$ cat config.mk
export PLATFORM = sky130hd
export DESIGN_NAME = tseq_cell
export DESIGN_NICKNAME = d
export VERILOG_FILES = /design/src/hdl/tseq_pkg.sv /design/src/hdl/tseq_cell.sv
export SDC_FILE = /design/constraint.sdc
export NUM_CORES = 1
export LEC_CHECK = 0
export ABC_AREA = 1
export BUFFER_PORTS_ARGS = -buffer_cell sky130_fd_sc_hd__buf_2
export CAP_MARGIN = 10
export CORE_MARGIN = 4
export CORE_UTILIZATION = 45
export DETAILED_ROUTE_END_ITERATION = 16
export PLACE_DENSITY = 0.93
export SLEW_MARGIN = 10
export SYNTH_ARGS = -nofsm -noshare
export SYNTH_HDL_FRONTEND = slang
export SYNTH_SLANG_ARGS = --single-unit
export TNS_END_PERCENT = 100
$ cat constraint.sdc
create_clock -name clk -period 10.1 [get_ports clk]
set_input_delay 0 -clock clk [delete_from_list [all_inputs] [get_ports clk]]
set_output_delay 0 -clock clk [all_outputs]
set_load 0.01 [all_outputs]
$ cat src/hdl/tseq_pkg.sv
// Shared types and constants of the time-sorted event queue.
package tseq_pkg;

  localparam int TIME_W = 32;
  localparam int KIND_W = 4;
  localparam int LEN_W  = 8;
  localparam int TAG_W  = 16;
  localparam int SEQ_W  = 5;
  localparam int MAX_RUN = 32;

  // request opcodes
  localparam logic [1:0] OP_INSERT = 2'd0;
  localparam logic [1:0] OP_FETCH  = 2'd1;
  localparam logic [1:0] OP_CLEAR  = 2'd2;

  typedef enum logic [1:0] {
    S_IDLE,
    S_REPLY,
    S_FETCH
  } state_t;

  typedef struct packed {
    logic [TIME_W-1:0] stamp;
    logic [KIND_W-1:0] kind;
    logic [LEN_W-1:0]  length;
    logic [TAG_W-1:0]  tag;
  } entry_t;

  // commands broadcast from the controller to every cell
  typedef struct packed {
    logic ins;
    logic clr;
    logic fetch;
    logic adv;
  } cell_ctrl_t;

  // what the chain shows at the fetch token
  typedef struct packed {
    logic              any;
    entry_t            cur;
    logic [TIME_W-1:0] next_time;
    logic              next_match;
  } sel_t;

endpackage

$ cat src/hdl/tseq_cell.sv
// One storage cell of the sorted chain: holds an event, shifts on insert, passes the fetch token.
module tseq_cell import tseq_pkg::*; (
  input  logic              clk,
  input  logic              rst,
  input  cell_ctrl_t        cctl,
  input  logic [TIME_W-1:0] in_time,
  input  entry_t            in_entry,
  input  logic              prev_shift,
  input  logic              prev_valid,
  input  logic              prev_match_now,
  input  logic              prev_tok,
  input  entry_t            prev_entry,
  output logic              shift,
  output logic              valid,
  output logic              match_now,
  output logic              mat,
  output logic              tok,
  output entry_t            entry
);

  // compare the stored stamp against the request time
  always_comb begin
    shift     = !valid || (entry.stamp > in_time);
    match_now = valid && (entry.stamp == in_time);
  end

  // hold valid and token
  always_ff @(posedge clk) begin
    if (rst) begin
      valid <= 1'b0;
      tok   <= 1'b0;
    end else begin
      if (cctl.clr) begin
        valid <= 1'b0;
      end else if (cctl.ins && shift) begin
        valid <= prev_shift ? prev_valid : 1'b1;
      end
      if (cctl.fetch) begin
        tok <= match_now && !prev_match_now;
      end else if (cctl.adv) begin
        tok <= prev_tok && mat;
      end
    end
  end

  // take the neighbour's event or the new one; mark run membership on fetch
  always_ff @(posedge clk) begin
    if (cctl.ins && shift) begin
      entry <= prev_shift ? prev_entry : in_entry;
    end
    if (cctl.fetch) begin
      mat <= match_now;
    end
  end

endmodule

Word level (Yosys, flattened, before mapping)
Cells that the tools add are included.

Bits in registers: 63. Output and inout port bits: 65.

Mux-type cells: 4. Equal/unequal tests: 1. $lt $le $gt $ge: 1. Reductions and logical operators: 9.

Operators by type and width (count): 2-to-1 mux 60 bit (1); == test 32 bit (1); > comparator 32 bit (1); logical AND 1 bit (4); 2-to-1 mux 1 bit (3); zero test 1 bit (2); nonzero test 2 bit (1); OR reduction 2 bit (1); logical OR 1 bit (1).

Logic depth before layout (Yosys ltp)
Depth in word-level cells: 4. Gate-level depth with buffers: 16. Gate-level depth less buffers: 16.

Worst setup path after synthesis
No wires, ideal clock.

Path type: reg2reg. Start: reg entry[51] (netlist name). End: reg entry[0] (netlist name) (enable). Data required time: 9622 ps. Period minus slack after synthesis: 4417 ps. Cell stages (with the launch flop): 10. Library setup time: 478 ps. Setup slack: 5683 ps. Path buffers: 0. Data arrival time: 3939 ps. Cell sequence: edfxtp_1 -> ha_1 -> nand2_2 -> nor2_4 -> inv_2 -> nor4_4 -> nand2_1 -> nand2_1 -> nand2_1 -> nor2_1.

Longest elaborated chain between the ends: 3.

Ends and longest elaborated chain: from (decl) (RTL line tseq_cell.sv:18) `output entry_t entry`; from (signal assigned) (RTL line tseq_cell.sv:49) `entry <= prev_shift ? prev_entry : in_entry;`; > comparator 32 bit (RTL line tseq_cell.sv:23) `shift = !valid || (entry.stamp > in_time);`; logical OR 1 bit (RTL line tseq_cell.sv:23); logical AND 1 bit (RTL line tseq_cell.sv:48) `if (cctl.ins && shift) begin`.

No other way between the ends. A chain may end at the register's enable or synchronous reset.

Final worst setup path
Start: reg entry[57] (netlist name). End: reg entry[49] (netlist name) (enable).

The elaborated chain is that of the path after synthesis.

==> out/summary.json <==
{
  "grt_setup_unrepaired": "false",
  "timing_hold_violations_final": 0,
  "most_common_cell_after_layout_fill_and_taps_aside": "buf_2",
  "worst_r2r_endpoint": "entry[49]",
  "timing.max_slew.rel_slack_pct": 27.0,
  "worst-endpoint-required_ns": 10.08,
  "most_frequent_cells_in_the_layout": "226 x buf_2, 218 x nand2_1, 125 x dlygate4sd3_1",
  "top_usage_layer": "met2",
  "final.min_clock_period_ns": 3.12,
  "place_area_um2": 4850,
  "die-width_um": 97.7,
  "post-route-period-util_pct": 30.9,
  "num_vias": 4349,
  "final_core_utilization_pct": 81.1,
  "gp_congestion": 0.862,
  "grt_use_met1_pct": 28.4,
  "worstSetupPathType": "reg2reg",
  "finalNetCount": 970,
  "pwr_density_cell_nw_per_um2": 118,
  "drt_drc_violations_left": 0,
  "synth_cell_types": 22,
  "postSynthAreaPerCell_um2": 8.50,
  "setup_viol_count_final": 0,
  "synthesized_net_count": 620,
  "hold_path_startpoint": "cctl[3]",
  "power.total_uw": 745,
  "clock_skew_ns": 0.0104,
  "p_leak_nw": 3.38,
  "cts.root.buffer_cell": "clkbuf_8",
  "grt_first_pass_wirelength_um": 21600,
  "hold_path.class": "in2reg",
  "synth_seq_area_share_pct": 51.7,
  "grt_antenna_before_repair": 0,
  "r2r_cells": 10,
  "die_area_um2": 9550,
  "placed_cells": 742,
  "vdd_ir_drop_max_mv": 0.0837,
  "worstSkewPairLatency_ns": 0.34,
  "layout-drive-gt1-share_pct": 32.7,
  "place.detailed.hpwl_um": 8090,
  "clk_pin_slew_ns": 0.07,
  "fmax_ghz": 0.321,
  "holdWs_ns": 0.252,
  "rows": 32,
  "grt_overflow_total": 0,
  "core_area_um2": 7770,
  "drt_first_iter_violations": 184,
  "drt_pass1_iterations": 5,
  "finish.cell_count_without_fillers": 882,
  "crit-reg2reg-launch": "entry[57]",
  "tritoncts": "yes",
  "synth.cell_area_um2": 3620,
  "num_cts_buffers": 9,
  "grt_pass1_vias": 4749,
  "floorplan.io_pins": 227,
  "area_delta_synth_final_pct": 73.9,
  "cts-root-to-sink-buffers": 2,
  "setup.worst_path.start_class": "flop",
  "portBuffers": 226,
  "max_slew.worst_pin.slew_ns": 1.09,
  "globalRouteTotalUtil_pct": 28.5,
  "setup_ws_ns": 6.98,
  "worstSetupEndpointType": "flop",
  "finalWirelength_um": 13800,
  "drtAntennaViolNets": 0,
  "grt.met3_usage_pct": 6.82,
  "detail_route.wl_per_cell_um": 15.6,
  "initial_utilization_pct": 46.6,
  "critical_path_peak_fanout": 31,
  "numClockSinks": 63,
  "worst_ep_arrival_time_ns": 3.10,
  "drv_slew": 0,
  "maxCapViolCount": 0,
  "synthesis.yosys.warnings": 0,
  "met2_usage_pct": 52.7,
  "cts_max_level": 3,
  "diodes": 0,
  "fin_tns_setup_ns": 0,
  "design_area_um2": 6300,
  "viasPerCell": 4.93,
  "run_status": "finished, final reports clean",
  "post_cts_buffers": 0,
  "syn-instance-count": 426,
  "die_y_um": 97.7,
  "maximum_number_of_pins_on_one_net_before_global_route_repair": 62,
  "worst_hold_path.num_cells": 3,
  "synth_seq_cells": 63,
  "placement.setup.worst_slack_ns": 6.99,
  "r2r_setup_slk_ns": 6.98,
  "holdPathEnd": "entry[30]"
}
[metal layers]
metal | vias up | wire [um]
met5 | - | 0
met3 | 73 | 1160
met4 | 0 | 826
met1 | 1968 | 4520
met2 | 253 | 7280
li1 | 2055 | -
[critical path: stages, from the launching register on]
cell and delay, ns:
edfxtp_1 0.41, ha_1 0.33, nand2_1 0.08, nor2_1 0.12
nand2_1 0.14, nor4_4 0.21, nand2_1 0.08, nand2_1 0.08
nand2_1 0.10, nor2_4 0.67, buf_4 0.51
[layout make-up]
cell class | instances | area, um2
Fill cell | 445 | 1470
Inverter | 48 | 194
Timing Repair Buffer | 352 | 2390
Sequential cell | 63 | 1870
Tap cell | 102 | 128
Clock buffer | 10 | 128
Multi-Input combinational cell | 302 | 1510
Clock inverter | 5 | 73.8
[Yosys cell counts (all sizes together)]
master	instances	share of area, %
a21o	1	0.21
ha	32	11
inv	47	4.9
nand3b	1	0.21
nor4	1	0.59
a21boi	1	0.31
nand3	4	0.69
o21ai	2	0.28
a21oi	13	1.8
nand4	4	0.69
nand2	221	23
or2	1	0.17
dfxtp	2	1.1
clkbuf	13	1.3
nor3	3	0.41
edfxtp	61	51
bufinv	1	0.48
nor2	18	2.1
[report_power, final]
part / internal [mW] / total [mW] / leakage, nW / switching [mW]
registers: 0.311 / 0.320 / 0.618 / 0.00842
clock network: 0.136 / 0.234 / 0.104 / 0.0977
logic: 0.101 / 0.192 / 2.66 / 0.0909
total: 0.548 / 0.745 / 3.38 / 0.197
[worst max-delay path by stage]
stage,from,to,slack (ns),cells after the start
finish,entry[57],entry[49],6.98,10
global route,entry[57],entry[49],6.70,10
CTS,entry[57],entry[49],6.96,10
detailed placement,entry[57],entry[52],6.99,10
global placement,entry[59],entry[54],7.14,10
floorplan,entry[51],entry[0],5.68,9
[state kept, by name (all words and copies together), names as in the netlist]
name / cells
entry: 60
mat: 1
tok: 1
valid: 1
[repair_timing]
item | in CTS | in global routing
hold buffers | 125 | 0
hold endpoints to repair | 63 | 0
resized for setup | 0 | 0
[logic make-up after synthesis]
| group | Yosys count | synth area share [%] |
|---|---|---|
| DFF | 63 | 51.7 |
| adders and majority gates | 32 | 11.1 |
| AOI/OAI and AO/OA | 17 | 2.59 |
| buffers and inverters | 61 | 6.70 |
| and+or+nand+nor | 253 | 28.0 |
Power figures use the tool's default switching activity.
