--- config.mk ---
export PLATFORM = sky130hd
export DESIGN_NAME = tseq_ctrl
export DESIGN_NICKNAME = d
export VERILOG_FILES = /design/src/hdl/tseq_pkg.sv /design/src/hdl/tseq_ctrl.sv
export SDC_FILE = /design/constraint.sdc
export NUM_CORES = 1
export LEC_CHECK = 0
export BUFFER_PORTS_ARGS = -buffer_cell sky130_fd_sc_hd__buf_2
export CORE_ASPECT_RATIO = 0.7
export CORE_MARGIN = 2
export CORE_UTILIZATION = 30
export CTS_BUF_LIST = sky130_fd_sc_hd__clkbuf_4 sky130_fd_sc_hd__clkbuf_8
export DETAILED_ROUTE_END_ITERATION = 8
export GPL_TIMING_DRIVEN = 1
export HOLD_SLACK_MARGIN = 0.1
export SETUP_SLACK_MARGIN = 0.5
export SLEW_MARGIN = 10
export SYNTH_ARGS = -nofsm -noshare
export SYNTH_HDL_FRONTEND = slang
export SYNTH_SLANG_ARGS = --single-unit
--- constraint.sdc ---
create_clock -name clk -period 7.1 [get_ports clk]
set_input_delay 1.42 -clock clk [delete_from_list [all_inputs] [get_ports clk]]
set_output_delay 1.42 -clock clk [all_outputs]
set_load 0.1 [all_outputs]
--- src/hdl/tseq_pkg.sv ---
// Shared types and constants of the time-sorted event queue.
package tseq_pkg;

  localparam int TIME_W = 32;
  localparam int KIND_W = 4;
  localparam int LEN_W  = 8;
  localparam int TAG_W  = 16;
  localparam int SEQ_W  = 5;
  localparam int MAX_RUN = 32;

  // request opcodes
  localparam logic [1:0] OP_INSERT = 2'd0;
  localparam logic [1:0] OP_FETCH  = 2'd1;
  localparam logic [1:0] OP_CLEAR  = 2'd2;

  typedef enum logic [1:0] {
    S_IDLE,
    S_REPLY,
    S_FETCH
  } state_t;

  typedef struct packed {
    logic [TIME_W-1:0] stamp;
    logic [KIND_W-1:0] kind;
    logic [LEN_W-1:0]  length;
    logic [TAG_W-1:0]  tag;
  } entry_t;

  // commands broadcast from the controller to every cell
  typedef struct packed {
    logic ins;
    logic clr;
    logic fetch;
    logic adv;
  } cell_ctrl_t;

  // what the chain shows at the fetch token
  typedef struct packed {
    logic              any;
    entry_t            cur;
    logic [TIME_W-1:0] next_time;
    logic              next_match;
  } sel_t;

endpackage

--- src/hdl/tseq_ctrl.sv ---
// Request sequencer and result register of the time-sorted event queue.
module tseq_ctrl import tseq_pkg::*; (
  input  logic              clk,
  input  logic              rst,
  input  logic              in_valid,
  output logic              in_ready,
  input  logic [1:0]        op,
  input  logic              full,
  input  sel_t              sel,
  output cell_ctrl_t        cctl,
  output logic              out_valid,
  input  logic              out_ready,
  output logic              status,
  output logic              has_event,
  output logic [TIME_W-1:0] out_time,
  output logic [KIND_W-1:0] out_kind,
  output logic [LEN_W-1:0]  out_length,
  output logic [TAG_W-1:0]  out_tag,
  output logic [SEQ_W-1:0]  sequence_number,
  output logic [TIME_W-1:0] next_time,
  output logic              last
);

  state_t             state, state_next;
  logic [SEQ_W-1:0]   seq;
  logic               status_hold;
  logic               accept;
  logic               out_free;
  logic               run_end;
  logic               load;
  logic               res_status;
  logic               res_has;
  entry_t             res_entry;
  logic [SEQ_W-1:0]   res_seq;
  logic [TIME_W-1:0]  res_next;
  logic               res_last;

  assign out_free = !out_valid || out_ready;
  assign run_end  = !sel.any || !sel.next_match || (seq == SEQ_W'(MAX_RUN - 1));

  // next state
  always_comb begin
    state_next = state;
    unique case (state)
      S_IDLE: begin
        if (in_valid) begin
          state_next = (op == OP_FETCH) ? S_FETCH : S_REPLY;
        end
      end
      S_REPLY: begin
        if (out_free) state_next = S_IDLE;
      end
      S_FETCH: begin
        if (out_free && run_end) state_next = S_IDLE;
      end
      default: state_next = S_IDLE;
    endcase
  end

  // handshake, cell commands and result values
  always_comb begin
    in_ready   = (state == S_IDLE);
    accept     = in_valid && in_ready;
    cctl.ins   = accept && (op == OP_INSERT) && !full;
    cctl.clr   = accept && (op == OP_CLEAR);
    cctl.fetch = accept && (op == OP_FETCH);
    cctl.adv   = 1'b0;
    load       = 1'b0;
    res_status = 1'b0;
    res_has    = 1'b0;
    res_entry  = '0;
    res_seq    = '0;
    res_next   = '0;
    res_last   = 1'b0;
    unique case (state)
      S_IDLE: begin
      end
      S_REPLY: begin
        load       = out_free;
        res_status = status_hold;
        res_last   = 1'b1;
      end
      S_FETCH: begin
        load     = out_free;
        cctl.adv = out_free && !run_end;
        res_last = run_end;
        if (sel.any) begin
          res_has   = 1'b1;
          res_entry = sel.cur;
          res_seq   = seq;
          res_next  = run_end ? sel.next_time : '0;
        end
      end
      default: begin
      end
    endcase
  end

  // control registers
  always_ff @(posedge clk) begin
    if (rst) begin
      state     <= S_IDLE;
      out_valid <= 1'b0;
      seq       <= '0;
    end else begin
      state <= state_next;
      if (load) begin
        out_valid <= 1'b1;
      end else if (out_ready) begin
        out_valid <= 1'b0;
      end
      if (accept) begin
        seq <= '0;
      end else if (cctl.adv) begin
        seq <= seq + 1'b1;
      end
    end
  end

  // result register and latched insert status
  always_ff @(posedge clk) begin
    if (accept) begin
      status_hold <= (op == OP_INSERT) && full;
    end
    if (load) begin
      status          <= res_status;
      has_event       <= res_has;
      out_time        <= res_entry.stamp;
      out_kind        <= res_entry.kind;
      out_length      <= res_entry.length;
      out_tag         <= res_entry.tag;
      sequence_number <= res_seq;
      next_time       <= res_next;
      last            <= res_last;
    end
  end

endmodule

### Word level (Yosys, flattened, before mapping)

Cells that the tools add are included.

| storage, ports and cells | value |
|---|---|
| bits in registers | 109 |
| input bits | 101 |
| output and inout bits | 106 |

| cells by class | value |
|---|---|
| reduce and logical (&&, ||, !) cells | 24 |
| muxes and demuxes | 11 |
| $add $sub $neg | 1 |
| equality and inequality tests | 8 |

Operators by type and width:

| cell | count |
|---|---|
| logical AND 1 bit | 8 |
| 2-to-1 mux 2 bit | 4 |
| != test 2 bit, second input constant | 3 |
| case mux 2 bit (3 select lines) | 1 |
| AND reduction 3 bit | 2 |
| adder 5 x 1 -> 5 bit, second input constant | 1 |
| == test 5 bit, second input constant | 1 |
| zero test 1 bit | 5 |
| 2-to-1 mux 1 bit | 5 |
| == test 2 x 1 -> 1 bit, second input constant | 2 |
| == test 2 bit, second input constant | 2 |
| zero test 2 bit | 2 |
| OR reduction 2 bit | 2 |
| logical OR 1 bit | 3 |
| case mux 1 bit (2 select lines) | 1 |
| AND reduction 2 bit | 1 |
| nonzero test 2 bit | 1 |

### Depth between registers and ports, before layout

Gate-level depths: netlist (run 1).

| depth | value |
|---|---|
| depth in word-level cells | 6 |
| depth in mapped cells | 7 |

### Worst setup path after synthesis (run 1)

No wires, ideal clock.

| timing | value |
|---|---|
| path type | input to output |
| start point | in in_valid |
| end point | out cctl[3] in the netlist's numbering |
| data arrival time | 4.432 ns |
| slack | 1.248 ns |
| cell stages on the path | 2 |
| path through | nand2_1 nor4_1 |

RTL lines:

| what | RTL line | RTL |
|---|---|---|
| start, declared | tseq_ctrl.sv:5 | `input logic in_valid,` |
| end, declared | tseq_ctrl.sv:10 | `output cell_ctrl_t cctl,` |

==> metrics, run 1 <==
Antenna diodes 0; Total Routing Usage GR 12.6%; Fmax 208 MHz; Die Area 15,100 um^2; GRT busiest layer met2; synthesized area per cell 15.1 um^2; fin crit share 67.6%; pre-CTS setup slack 2.27 ns; chip width 146 um; RR Startpoint state[0]; Nets 585; clock skew 0.00570 ns; Num CTS Buffers 9; Unique masters post-synth 27; Hold-fix buffers, CTS 0; CP most frequent cell buf_2; Static Leak 0.00250 uW; CORE AREA 13,900 um^2; critical path's largest stage delay 0.69 ns; Setup crit end kind output pin; CTS resizes 0; most frequent cell after synthesis edfxtp_1; Final Setup Violations 0; TritonCTS clock tree done; post-synthesis sequential area ratio 75.4%; Hold Crit Start seq[3]; CP Launch Type primary input; DRT antenna net count 0; share of the synthesized area in the top cell type 71.6%; cell taking the most area after synthesis edfxtp_1; largest net degree at the start of global routing 71; Mapped Nets 386; Yosys reg bits 109; Worst-Margin Slew 1.02 ns; DR pass1 iterations 4; Critical-path top delay cell buf_2; Setup crit end cctl[0]; met3 Track Usage GR 5.44%; CP Buf/Inv Count 2; cell row count 36; vias 2,986; Ports 207; Ys Warns 0; critical path peak fanout 69; HPWL after DPL 6970 um; Area Overhead vs Synth 33.3%; DR DRC count 0; WL final 9810 um; Top FF cell, synth edfxtp_1; initial antenna violation count 0; CTS clk-pin slew, worst paths 0.10 ns; Max H-tree Level 3; number of global-route vias before repair 2,859; CP Data Arrival Time 3.38 ns; CTS sink cnt 109; initial drt markers 137; CTS Root Cell clkbuf_8; Synth top cells by count edfxtp_1, and3_1, and2_1; Worst path top cell family by delay buffers and inverters; met2 Use GR 19.2%; Clock Latency Late Sink 0.36 ns; setup ws final 2.30 ns; slew margin rel. 31.9%; critical-path cell list buf_2 > nand4b_1 > nor2_1 > buf_2; RSZ-0062 raised after global routing false; Setup Fix Bufs, Post-CTS 0; Syn Inst Count 280; final hold vios 0; first-pass GRT wire length 14,900 um; Worst IR Drop VDD 0.129 mV; grt met1 use 16.6%; setup TNS 0 ns; Stages on worst setup path 4; Routed wire per std cell 14.6 um; Placer Congestion 0.781; Max Root-Sink Buffers 2; Mapped Area 4230 um^2; Worst R2R Path Depth 5; port bufs 206; Max Slew Vio Count 0; power per cell area 306 nW/um^2; outcome finished clean; post-layout min period 4.80 ns; reg-to-reg slack, setup 4.38 ns; r2r endpoint next_time[21]; max-cap violation count 0; Synth area leaders edfxtp_1, and3_1, and2_1, dfxtp_1, clkbuf_1; hold crit path type reg -> reg; layout filler cell count 1,354; Hold Slack 0.498 ns; Avg Vias per Cell 4.43; Async SR Flop Fraction 0%; CP required 5.68 ns; grt ovf 0; Post-synth EDFFs 101; Die Y 103 um; Crit Path Category in -> out; Critical path origin sel[93]; layout cell share with drive strength beyond 1 47.1%; Starting Density 30.5%
worst register-to-register path: cells and delay by family, from the launching register on:
family,cells,cell delay (ns)
DFF,1,0.33
and+or+nand+nor,3,1.34
adders and majority gates,1,0.83
buffers and inverters,1,0.10
where the power goes:
part	switching, uW	internal (uW)	total [uW]
registers	14.6	769	783
clock network	215	165	380
logic	500	66.2	566
how the worst min path moves through the flow:
stage | endpoint | cells after the start | slack [ns]
after detailed placement | seq[3] | 2 | 0.49
after global placement | seq[3] | 2 | 0.48
after global routing | seq[3] | 2 | 0.53
final | seq[3] | 2 | 0.50
after floorplan | seq[3] | 2 | 0.46
after CTS | seq[3] | 2 | 0.50
kinds of logic after synthesis:
kind of cell / synth area share, %
flip-flops: 75.4
adder cells (fa/ha/maj): 1.48
AND/OR/NAND/NOR: 18.5
buffers and inverters: 2.16
AO/OA/AOI/OAI: 2.45
stage by stage:
| step | utilization (%) | power (uW) | instance area, um^2 | std cells |
|---|---|---|---|---|
| floorplan | - | 1270 | 4230 | 280 |
| global placement | 39.2 | 1360 | 5450 | 658 |
| detailed placement | 39.2 | 1370 | 5450 | 658 |
| CTS | 40.7 | 1750 | 5640 | 674 |
| global route | 40.7 | 1790 | 5640 | 674 |
| finish | 40.7 | 1730 | 5640 | 674 |
routing by layer:
layer | up-vias | wire [um]
met2 | 143 | 4330
met3 | 10 | 970
met1 | 1398 | 4420
li1 | 1435 | -
met5 | - | 0
met4 | 0 | 80
state kept, by name, indices dropped and copies added (netlist names):
name,flops
out_valid,1
out_length,8
state,2
has_event,1
status,1
out_tag,16
last,1
out_time,32
status_hold,1
next_time,32
sequence_number,5
seq,5
out_kind,4
layout make-up:
type                    count  area (um^2)  area share, %
inverters                   5         18.8          0.333
well taps                 190          238           4.21
clock buffers               9          124           2.20
clock inverters             7         73.8           1.31
multi-input cells         147          957           17.0
repair buffers            207         1040           18.4
flip-flops and latches    109         3190           56.6
placed cells by master, fill, tap and decap left out, types with 2 or more instances in the layout:
master / Yosys / final
edfxtp_1: 101 / 101
clkinv_2: 0 / 2
nand2b_1: 3 / 3
nand3_1: 3 / 3
inv_1: 5 / 5
o32ai_1: 2 / 2
nor2_1: 5 / 5
and2_1: 35 / 34
dfxtp_1: 8 / 8
o31ai_1: 2 / 2
inv_6: 0 / 2
and3_1: 66 / 66
nor3b_1: 2 / 2
nor2b_1: 3 / 2
o21ai_0: 4 / 4
or4_1: 2 / 2
or3_1: 2 / 2
clkbuf_8: 0 / 9
buf_2: 1 / 206
a21oi_1: 5 / 5
ha_1: 5 / 4
Power figures use the tool's default switching activity.
==> run 2, diff against run 1 <==
--- a/config.mk
+++ b/config.mk
@@ -5,6 +5,7 @@
 export SDC_FILE = /design/constraint.sdc
 export NUM_CORES = 1
 export LEC_CHECK = 0
+export ABC_AREA = 1
 export BUFFER_PORTS_ARGS = -buffer_cell sky130_fd_sc_hd__buf_2
 export CORE_ASPECT_RATIO = 0.7
 export CORE_MARGIN = 2
==> constraint.sdc (replaced) <==
create_clock -name clk -period 4.83 [get_ports clk]
set_input_delay 0.966 -clock clk [delete_from_list [all_inputs] [get_ports clk]]
set_output_delay 0.966 -clock clk [all_outputs]
set_load 0.1 [all_outputs]
==> metrics, run 2 <==
chip width 148 um; CTS sink cnt 109; RR Startpoint state[0]; Max Slew Vio Count 0; Hold-fix buffers, CTS 0; cell row count 36; Die Area 15,500 um^2; Setup Fix Bufs, Post-CTS 0; pre-CTS setup slack 1.89 ns; Worst-Margin Slew 0.697 ns; Synth area leaders edfxtp_1, inv_1, nor2_1, dfxtp_1, nand2_1; clock skew 0.0106 ns; Synth top cells by count inv_1, edfxtp_1, nor2_1; CTS Root Cell clkbuf_8; initial antenna violation count 0; most frequent cells in the layout buf_2, inv_1, edfxtp_1; fin crit share 64.6%; CP required 3.86 ns; Die Y 105 um; Fmax 320 MHz; Top FF cell, synth edfxtp_1; port bufs 206; mux contribution to synthesized area 0%; DR pass1 iterations 4; critical-path cell list ha_1 > nand2_1 > nor2_1 > ha_1 > nor2_4 > nand3_4 > inv_2 > buf_2; initial drt markers 136; Yosys reg bits 109; CP most frequent cell ha_1; Max Root-Sink Buffers 2; critical path's largest stage delay 0.43 ns; WL final 9520 um; CTS clk-pin slew, worst paths 0.10 ns; Static Leak 0.00287 uW; Mapped Area 4360 um^2; Mapped Nets 491; Routed wire per std cell 12.1 um; Synth Area in Compound Gates 1.38%; CP Launch Type flip-flop; power per cell area 384 nW/um^2; Clock Latency Late Sink 0.36 ns; share of the synthesized area in the top cell type 69.6%; commonest non-fill, non-tap cell in the layout buf_2; Async SR Flop Fraction 0%; TritonCTS clock tree done; Post-synth EDFFs 101; Crit Path Category reg -> out; most frequent cell after synthesis inv_1; hold crit path type reg -> reg; DR DRC count 0; max-cap violation count 0; CP Buf/Inv Count 2; grt ovf 0; HPWL after DPL 6990 um; outcome finished clean; Num CTS Buffers 9; simple-gate share of the synthesized area 12.7%; Nets 702; layout cell share with drive strength beyond 1 39.0%; number of global-route vias before repair 3,172; Worst IR Drop VDD 0.140 mV; Final Setup Violations 0; setup ws final 1.71 ns; RSZ-0062 raised after global routing false; final hold vios 0; Hold Crit Start seq[4]; Syn Inst Count 385; Antenna diodes 0; post-synthesis sequential area ratio 73.2%; XOR/XNOR Fraction of Synth Area 0.201%; cell taking the most area after synthesis edfxtp_1; area share of fa/ha/maj cells after synthesis 1.44%; Ys Warns 0; Unique masters post-synth 23; synthesized area per cell 11.3 um^2; post-layout min period 3.12 ns; CTS resizes 0; first-pass GRT wire length 15,300 um; Area Overhead vs Synth 32.7%; Critical path origin seq[0]; setup TNS 0 ns; biggest regs next_time (32), out_time (32), out_tag (16); Worst path top cell family by delay buffers and inverters; DRT antenna net count 0; Setup crit end kind output pin; Total Routing Usage GR 12.2%; critical path peak fanout 6; slew margin rel. 53.5%; Starting Density 31.0%; CP Data Arrival Time 2.15 ns; Placer Congestion 0.790; Avg Vias per Cell 4.01; Ports 207; largest net degree at the start of global routing 66; Max H-tree Level 3; CORE AREA 14,100 um^2; main combinational cell family by area after synthesis simple AND/OR/NAND/NOR gates; Critical-path top delay cell buf_2; vias 3,171
-- run 2: cell count changes in the layout (fill, tap and decap cells not counted), moves of 3 or more --
cell / change
nor3_2: +3
a21oi_1: +4
o21ai_0: -4
nor2_1: +95
and2_1: -34
inv_1: +106
buf_4: +3
nand2b_1: -3
nand2_1: +21
and3_1: -66
-- run 2: layout make-up --
class,count,area [um^2]
well taps,190,238
clock buffers,9,124
clock inverters,6,40.0
inverters,113,425
flip-flops and latches,109,3190
fillers,1390,8270
multi-input cells,153,704
repair buffers,210,1060
-- run 2: stage by stage --
step	std cells	instance area, um^2	hold slack [ns]	utilization [%]	power (uW)
4_1_cts	790	5790	0.496	41.2	2260
3_5_place_dp	775	5620	0.480	40.0	1760
5_1_grt	790	5790	0.521	41.2	2310
6_report	790	5790	0.498	41.2	2220
3_3_place_gp	775	5620	0.474	40.0	1760
2_1_floorplan	385	4370	0.451	-	1640
-- run 2: worst register-to-register path, delay by kind of cell (launching register included) --
| kind | cells | cell delay, ns |
|---|---|---|
| buffers and inverters | 3 | 0.71 |
| and+or+nand+nor | 1 | 0.12 |
| DFF | 1 | 0.39 |
| adders and majority gates | 1 | 0.29 |
-- run 2: per-layer routing --
layer	global-route usage, %	part of all wire (%)	vias to the layer above
li1	-	-	1583
met1	16.0	45	1453
met2	19.3	46	121
met3	4.24	7.8	14
met4	3.40	1.4	0
met5	0	0	-
-- run 2: power breakdown --
group          internal, uW  total, uW  switching (uW)
clock                   184        490             306
sequential             1100       1120            14.8
combinational          82.8        617             534
total                  1370       2220             854
-- run 2: worst paths after layout --
path	depth (start not counted)	endpoint	slack (ns)
min	2	seq[4]	0.50
max	8	cctl[0]	1.71
max reg2reg	5	next_time[24]	2.91
min reg2reg	2	seq[4]	0.50
-- run 2: logic make-up (layout without fill, tap and decap cells) --
| kind of cell | after synthesis | count (layout) |
|---|---|---|
| AOI/OAI and AO/OA | 11 | 11 |
| adders and majority gates | 5 | 5 |
| DFF | 109 | 109 |
| xor gates and xnor gates | 1 | 1 |
| and+or+nand+nor | 136 | 136 |
| buffers and inverters | 123 | 338 |
==> run 3, diff against run 2 <==
--- a/config.mk
+++ b/config.mk
@@ -5,7 +5,7 @@
 export SDC_FILE = /design/constraint.sdc
 export NUM_CORES = 1
 export LEC_CHECK = 0
-export ABC_AREA = 1
+export ABC_AREA = 0
 export BUFFER_PORTS_ARGS = -buffer_cell sky130_fd_sc_hd__buf_2
 export CORE_ASPECT_RATIO = 0.7
 export CORE_MARGIN = 2
==> constraint.sdc (replaced) <==
create_clock -name clk -period 2.62 [get_ports clk]
set_input_delay 0.524 -clock clk [delete_from_list [all_inputs] [get_ports clk]]
set_output_delay 0.524 -clock clk [all_outputs]
set_load 0.1 [all_outputs]
==> metrics, run 3 (synthesis gave the netlist of run 1 again) <==
Die Y 103 um; Placer Congestion 0.769; post-layout min period 2.35 ns; port bufs 206; CTS Root Cell clkbuf_8; first-pass GRT wire length 15,300 um; WL final 10,100 um; clock skew 0.00818 ns; largest net degree at the start of global routing 69; CORE AREA 13,900 um^2; reg-to-reg slack, setup 0.59 ns; commonest non-fill, non-tap cell in the layout buf_2; non-filler cells, final 681; DR DRC count 0; dpl cells 663; r2r endpoint seq[3]; Worst-Margin Slew 0.615 ns; pre-CTS setup slack 0.473 ns; CP Launch Type flip-flop; Avg Vias per Cell 4.39; Fmax 426 MHz; outcome finished clean; chip width 146 um; Critical-path top delay cell dfxtp_2; RR Startpoint seq[1]; hold crit path type in -> reg; Static Leak 0.00255 uW; area of the multi-input gates 1050 um^2; Nets 592; cell row count 36; setup ws final 0.274 ns; Setup crit end kind output pin; initial drt markers 158; critical-path cell list ha_2 > and3_4 > ha_4 > nand4b_1 > buf_6 > nor2_4 > buf_12; HPWL after DPL 7040 um; Antenna diodes 0; CTS sink cnt 109; layout filler cell count 1,350; initial antenna violation count 0; Max Slew Vio Count 0; critical path peak fanout 4; CP Data Arrival Time 1.82 ns; Worst R2R Path Depth 8; CP Buf/Inv Count 2; Crit Path Category reg -> out; CP required 2.10 ns; register area 3200 um^2; Hold Crit Start rst; grt ovf 0; DRT antenna net count 0; power per cell area 797 nW/um^2; biggest regs next_time (32), out_time (32), out_tag (16); hold endpoint out_valid; Die Area 15,100 um^2; TritonCTS clock tree done; layout cell share with drive strength beyond 1 51.7%; Max H-tree Level 3; Worst path top cell family by delay simple AND/OR/NAND/NOR gates; slew margin rel. 59.0%; number of global-route vias before repair 2,960; Final Setup Violations 0; Max Root-Sink Buffers 2; most frequent cells in the layout buf_2, edfxtp_1, and3_1; Ports 207; critical path's largest stage delay 0.35 ns; final hold vios 0; Worst IR Drop VDD 0.286 mV; Area Overhead vs Synth 37.8%; Total Routing Usage GR 13.1%; vias 2,992; RSZ-0062 raised after global routing true; Starting Density 30.5%; Routed wire per std cell 14.9 um; setup TNS 0 ns; Hold Crit Depth 2; CTS clk-pin slew, worst paths 0.10 ns; Num CTS Buffers 9; Clock Latency Late Sink 0.36 ns; DR pass1 iterations 4; Core Util, Final 42.0%; fin crit share 89.6%; max-cap violation count 0; Stages on worst setup path 7
run 3: cell count changes in the layout (fill, tap and decap cells not counted), moves of 6 or more:
cell     previous run  this run
a21oi_1             9         3
and2_1              0        34
and3_1              0        65
inv_1             111         3
nand2_1            22         0
nor2_1            100         3
run 3: final cells by class:
class | count | share of cell area [%]
multi-input combinational | 147 | 18.1
tap | 190 | 4.08
clock buffer | 10 | 2.25
timing repair buffer | 214 | 19.5
inverter | 5 | 0.322
sequential | 109 | 54.8
clock inverter | 6 | 0.965
run 3: timing repair:
item / in CTS / in global routing
pin swaps: 0 / 3
hold buffers: 0 / 0
resized for setup: 7 / 5
setup endpoints to repair: 36 / 5
buffers inserted: 2 / 0
run 3: per-stage QoR:
step / instance area, um^2 / power, uW / hold slack [ns]
after global routing: 5830 / 4830 / 0.363
after floorplan: 4320 / 3450 / 0.461
after global placement: 5590 / 3720 / 0.485
after CTS: 5810 / 4710 / 0.352
after detailed placement: 5590 / 3720 / 0.502
final: 5830 / 4650 / 0.379
run 3: metal layers:
metal  track usage, %  part of all wire, %  vias to the layer above
li1                 -                    -                     1447
met1             17.7                   46                     1411
met2             20.6                   46                      124
met3             3.60                  6.5                       10
met4             4.48                  1.1                        0
met5                0                    0                        -
run 3: how the worst max path moves through the flow:
stage	from	to	slack, ns
after floorplan	state[1]	cctl[3]	0.17
after global placement	seq[1]	next_time[0]	0.58
after detailed placement	seq[1]	next_time[11]	0.47
after CTS	seq[0]	cctl[0]	0.24
after global routing	seq[0]	cctl[0]	0.17
final	seq[1]	cctl[0]	0.27
run 3: power by group:
| group | leakage [uW] | total (uW) | switching [uW] | internal [uW] |
|---|---|---|---|---|
| Sequential | 0.000980 | 2120 | 38.7 | 2080 |
| Clock | 0.0000939 | 972 | 596 | 376 |
| Combinational | 0.00147 | 1560 | 1360 | 199 |
